[src/sv/fipwf_pkg.sv]
// shared types and constants for the worst-fit free slot pool
package fipwf_pkg;

    localparam int CAPACITY = 64;
    localparam int CNT_W    = $clog2(CAPACITY + 1);
    localparam int DATA_W   = 32;

    typedef logic [CNT_W-1:0]  cnt_t;
    typedef logic [DATA_W-1:0] word_t;

    typedef enum logic [1:0] {
        CMD_FRESH    = 2'd0,
        CMD_RELEASED = 2'd1,
        CMD_REQUEST  = 2'd2,
        CMD_UNUSED   = 2'd3
    } cmd_t;

    typedef enum logic [1:0] {
        STAT_INSERTED = 2'd0,
        STAT_GRANTED  = 2'd1,
        STAT_NONE     = 2'd2,
        STAT_FULL     = 2'd3
    } status_t;

    typedef enum logic [1:0] {
        OP_HOLD      = 2'd0,
        OP_INSERT    = 2'd1,
        OP_POP_FRONT = 2'd2
    } cell_op_t;

    typedef struct packed {
        word_t idx;
        word_t size;
    } entry_t;

    typedef struct packed {
        logic     capture;
        word_t    key;
        cell_op_t op;
        logic     front;
        logic     back;
        entry_t   new_entry;
    } cell_ctrl_t;

    typedef struct packed {
        cmd_t  cmd;
        word_t index_order;
        word_t block_size;
        word_t req_size;
    } in_t;

    typedef struct packed {
        status_t status;
        word_t   granted_index;
        word_t   granted_size;
        cnt_t    entries_held;
        cnt_t    fresh_held;
    } out_t;

endpackage

[src/sv/fipwf_cell.sv]
// one cell of the sorted free list row
module fipwf_cell (
    input  logic                   aclk,
    input  logic                   is_head,
    input  fipwf_pkg::cell_ctrl_t  ctrl,
    input  logic                   occ,
    input  logic                   left_aoa,
    input  fipwf_pkg::entry_t      left_entry,
    input  fipwf_pkg::entry_t      right_entry,
    output fipwf_pkg::entry_t      entry,
    output logic                   aoa
);

    fipwf_pkg::entry_t entry_reg;
    logic              ge_reg;

    // at or after the insert position
    assign aoa   = ctrl.front || !occ || (!ctrl.back && !is_head && ge_reg);
    assign entry = entry_reg;

    always_ff @(posedge aclk) begin
        if (ctrl.capture) begin
            ge_reg <= (entry_reg.size >= ctrl.key);
        end
        case (ctrl.op)
            fipwf_pkg::OP_INSERT: begin
                if (aoa && !left_aoa) begin
                    entry_reg <= ctrl.new_entry;
                end else if (aoa) begin
                    entry_reg <= left_entry;
                end
            end
            fipwf_pkg::OP_POP_FRONT: begin
                entry_reg <= right_entry;
            end
            default: begin
            end
        endcase
    end

endmodule
[config.mk]
export PLATFORM = sky130hd
export DESIGN_NAME = fipwf_cell
export DESIGN_NICKNAME = d
export VERILOG_FILES = /design/src/sv/fipwf_pkg.sv /design/src/sv/fipwf_cell.sv
export SDC_FILE = /design/constraint.sdc
export NUM_CORES = 1
export LEC_CHECK = 0
export ABC_AREA = 1
export BUFFER_PORTS_ARGS = -buffer_cell sky130_fd_sc_hd__buf_2
export CAP_MARGIN = 20
export CORE_AREA = 5 5 112 114
export DETAILED_ROUTE_END_ITERATION = 8
export DIE_AREA = 0 0 117 119
export HOLD_SLACK_MARGIN = 0.05
export MAX_ROUTING_LAYER = met4
export PLACE_DENSITY = 0.77
export SYNTH_ARGS = -nofsm -noshare
export SYNTH_HDL_FRONTEND = slang
export SYNTH_SLANG_ARGS = --single-unit
[constraint.sdc]
create_clock -name aclk -period 3.45 [get_ports aclk]
set_clock_uncertainty 0.15 [all_clocks]
set_input_delay 0.1725 -clock aclk [delete_from_list [all_inputs] [get_ports aclk]]
set_output_delay 0.1725 -clock aclk [all_outputs]
set_load 0.02 [all_outputs]
Word-level counts from Yosys, hierarchy flattened

Index checks and enable logic that the tools add are counted.

Register bits: 65
Output and inout bits: 65

Equality and inequality tests: 3
Magnitude comparators: 1
Multiplexer cells: 3
Reduce and logical (&&, ||, !) cells: 11

Operators with widths:

| kind                                                | count |
|---|---|
| two-way mux 64 bit                                  | 2 |
| one-hot mux 64 bit (2 select lines)                 | 1 |
| >= comparator 32 bit                                | 1 |
| zero test 1 bit                                     | 4 |
| logical AND 1 bit                                   | 3 |
| inequality test 3 bit, second input constant        | 1 |
| equality test 2 x 1 -> 1 bit, second input constant | 1 |
| equality test 2 bit, second input constant          | 1 |
| logical OR 1 bit                                    | 2 |
| AND reduction 2 bit                                 | 1 |
| nonzero test 2 bit                                  | 1 |

Logic depth before layout (Yosys ltp)

Depth in word-level cells: 7
Depth in mapped cells: 13
Gate-level depth less buffers: 13

Worst setup path before layout

No wires, ideal clock.

Path type: input port to flip-flop
Start: input port ctrl[67] (netlist bit)
End: register entry_reg (netlist bit entry[0]), enable pin
Data required time: 2876 ps
Stages on the path: 5
Arrival time: 2121 ps
Setup slack: 755 ps
Cell sequence: inv_1 -> or2_1 -> buf_2 -> buf_2 -> nand2_1

Word-level cells in the longest chain between the ends: 3
Elaborated cells between the ends (all ways): 5

RTL lines:

| element                                                                      | line             | text |
|---|---|---|
| start, declared                                                              | fipwf_cell.sv:5  | `input fipwf_pkg::cell_ctrl_t ctrl,` |
| equality test 2 x 1 -> 1 bit or equality test 2 bit (tied branches)          | fipwf_cell.sv:25 | `case (ctrl.op)` |
| inequality test 3 bit (no source line) or nonzero test 2 bit (tied branches) | -                |  |
| AND reduction 2 bit (no source line) (*)                                     | -                |  |
| end signal, assigned                                                         | fipwf_cell.sv:28 | `entry_reg <= ctrl.new_entry;` |
| end signal, assigned                                                         | fipwf_cell.sv:30 | `entry_reg <= left_entry;` |
| end signal, assigned                                                         | fipwf_cell.sv:34 | `entry_reg <= right_entry;` |
| end, declared                                                                | fipwf_cell.sv:14 | `fipwf_pkg::entry_t entry_reg;` |

Mark *: on every way between the ends. The rest lies on a longest branch, timed or not.
A chain may end at the register's enable or synchronous reset.

Worst setup path after layout

Start: register ge_reg
End: register entry_reg (netlist bit entry[29]), data pin

Word-level cells in the longest chain between the ends: 5

RTL lines:

| element                             | line             | text |
|---|---|---|
| start, declared                     | fipwf_cell.sv:15 | `logic ge_reg;` |
| start signal, assigned              | fipwf_cell.sv:23 | `ge_reg <= (entry_reg.size >= ctrl.key);` |
| logical AND 1 bit                   | fipwf_cell.sv:18 | `assign aoa = ctrl.front \|\| !occ \|\| (!ctrl.back && !is_head && ge_reg);` |
| logical OR 1 bit                    | fipwf_cell.sv:18 |  |
| logical AND 1 bit                   | fipwf_cell.sv:27 | `if (aoa && !left_aoa) begin` |
| two-way mux 64 bit                  | fipwf_cell.sv:27 |  |
| one-hot mux 64 bit (2 select lines) | fipwf_cell.sv:25 |  |

No other way between the ends.

==> results.md <==
* CTS tree: done
* Hold slack at 0.0641 ns
* Compound-Gate Fraction of Synth Area at between 10% and 20%
* EDFF count, synth at between 60 and 70
* Initial Utilization at 36.6%
* Synth top cells by count: 163 x nand2_1, 72 x nor2_1, 65 x edfxtp_1
* Required @ worst endpoint at ~3.4 ns
* CTS-repair resized insts at 0
* Die W at 117 µm
* Power Density at between 300 and 400 nW/µm²
* Final core utilization at 57.3%
* Yosys warning total at 0
* Worst r2r src: ge_reg
* Tmin final at 2.68 ns
* RSZ-0062 raised after global routing: false
* Nets at 1,103
* Total gr overflow at 0
* Core Footprint at around 11,000 µm²
* Endpoint type of the worst setup path: flop
* Mapped Area at between 4000 and 5000 µm²
* Syn Inst Count at 498
* Largest net degree at the start of global routing at 66
* Number of max-cap violations at 0
* Layout area overhead at 56.5%
* Final setup viols at 0
* DR WL/cell at around 15 µm
* Total Routed Length at 15.1 mm
* Max Buffers Root-to-Sink at 2
* Final period utilization at 77.7%
* CP startpoint: ge_reg
* Synth Area in XOR/XNOR at 0%
* CTS buffer count at 9
* GPL Wtd Cong at 0.895
* Die Ht at 119 µm
* IO Count at 298
* Worst Path Max Fanout at 64
* F_max at 0.373 GHz
* Syn_nets at 763
* Total die area at 13,900 µm²
* Clock Latency Late Sink at ~0.32 ns
* Seq/Total Area, Yosys at 47.0%
* Total number of vias at 4,775
* DRC at 0
* Detailed-router iteration count before antenna repair at 6
* Reg clk slew, reported paths at 0.05 ns
* Post-DRT Antenna Nets at 0
* Startpoint types: flop
* FF-to-FF End: entry[29]
* Antenna violations before repair at 1
* Post-synthesis simple-gate area fraction at between 20% and 30%
* Htree depth at 3
* Max reg flops at 64
* Synth top area cells: edfxtp_1 47%, nand2_1 15%, a31oi_1 9.7%
* Adder-cell area share of the yosys netlist at 9.65%
* Worst slew pin tran at 0.914 ns
* PnR Total Power at around 2.5 mW
* GR Util All Layers at 21.0%
* Largest family of logic cells by synthesized area: simple AND/OR/NAND/NOR gates
* Final slew viol count at 0
* Global-route wire length before repair at between 20 and 25 mm
* VDD IR-drop max at 0.000167 V
* Hold Crit Class: in -> reg
* Outcome: finished, final reports clean
* Std cell rows at 39
* Flop2flop setup slack at 0.77 ns
* Share of the synthesized area in the top cell type at between 40% and 50%
* Root buf cell: clkbuf_16
* CP Capture Point: entry[29]
* Vias in the first global route at 4,485
* Hold Vio Cnt, Final at 0
* WS Path Type: reg -> reg
* Ys async rst share at 0%
* Post-synthesis mux area share at 0%
* Share of layout cells above drive strength 1 at 37.8%
* Synth Flop Type: edfxtp_1
* Crit path DAT at between 2 and 3 ns
* Mean Syn Cell Area at between 8 and 9 µm²
* Rel. slew slack at a little under 40%
* Setup Total Neg Slack at 0 ns
* Via-to-Cell Ratio at between 4 and 5
* Clk sinks at 65
* 1st-iter DRT viols at 290
* Synth cell types at 19
* Reg2Reg Depth at 7
* Synth Register Bits at 65
* Count leader, synth: nand2_1
* Final HPWL DP at 11.4 mm
* # port buffers at 297
* Post-synth top area cell: edfxtp_1
* LEAKAGE at 3.32 nW
[metrics by stage]
step | worst slack (ns) | std cells | area, µm²
2_1_floorplan | 0.755 | 498 | 4150
3_3_place_gp | 1.10 | 914 | 5680
3_5_place_dp | 1.03 | 914 | 5680
4_1_cts | 0.809 | 985 | 6490
5_1_grt | 0.591 | 986 | 6490
6_report | 0.770 | 986 | 6490
[repair_timing]
item,in CTS,in global routing
setup buffers,0,0
hold endpoints to repair,35,0
hold buffers,56,0
[logic make-up after synthesis]
| logic type | count (synthesis) |
|---|---|
| adders and majority gates | 32 |
| and+or+nand+nor | 243 |
| AOI/OAI and AO/OA | 86 |
| DFF | 65 |
| buffers and inverters | 72 |
[routing by layer]
layer | vias up | GRT usage [%] | part of all wire, %
met2 | 240 | 35.4 | 51
met5 | - | - | 0
met1 | 2143 | 25.2 | 39
met3 | 22 | 3.35 | 7.9
li1 | 2370 | - | -
met4 | 0 | 7.24 | 1.9
[placed cells by master, fill, tap and decap left out]
cell type / instances
a21oi_1: 16
a31oi_1: 64
buf_12: 1
buf_2: 297
buf_4: 2
clkbuf_1: 1
clkbuf_16: 9
clkinv_1: 1
clkinv_2: 5
diode_2: 1
dlygate4sd3_1: 56
edfxtp_1: 65
ha_1: 32
inv_1: 44
nand2_1: 162
nand2_2: 2
nand3_1: 1
nand3_2: 1
nand4_1: 3
nor2_1: 72
nor3_1: 1
o21a_1: 2
o21ai_0: 4
or2_4: 1
[where the power goes]
group          total (mW)  leakage, nW  switching [mW]  internal [mW]
Sequential          0.998        0.625          0.0306          0.968
Clock               0.789        0.129           0.315          0.474
Combinational       0.668         2.56           0.365          0.304
Total                2.46         3.32           0.711           1.75
[worst max-delay path: stages (launching register included)]
cell and delay [ns]:
edfxtp_1 0.36, nand2_1 0.09, nand3_2 0.09, nand2_2 0.09, clkinv_2 0.69, nand2_1 0.25
a31oi_1 0.09, dlygate4sd3_1 0.58
[layout make-up]
type                            count  area, µm²
Clock inverter                      5       23.8
Clock buffer                       10        229
Multi-Input combinational cell    361       1850
Antenna cell                        1       2.50
Sequential cell                    65       1950
Fill cell                        1013       4830
Inverter                           45        170
Tap cell                          143        179
Timing Repair Buffer              356       2080
[worst min-delay path by stage]
stage | from | end | slack (ns) | cells past startpoint
after CTS | ctrl[63] | entry[63] | 0.05 | 3
final | ctrl[45] | entry[45] | 0.06 | 3
after global routing | right_entry[11] | entry[11] | 0.06 | 3
after global placement | ctrl[100] | ge_reg | 0.23 | 1
after floorplan | ctrl[100] | ge_reg | 0.13 | 0
after detailed placement | ctrl[100] | ge_reg | 0.23 | 1
Power figures use the tool's default switching activity.
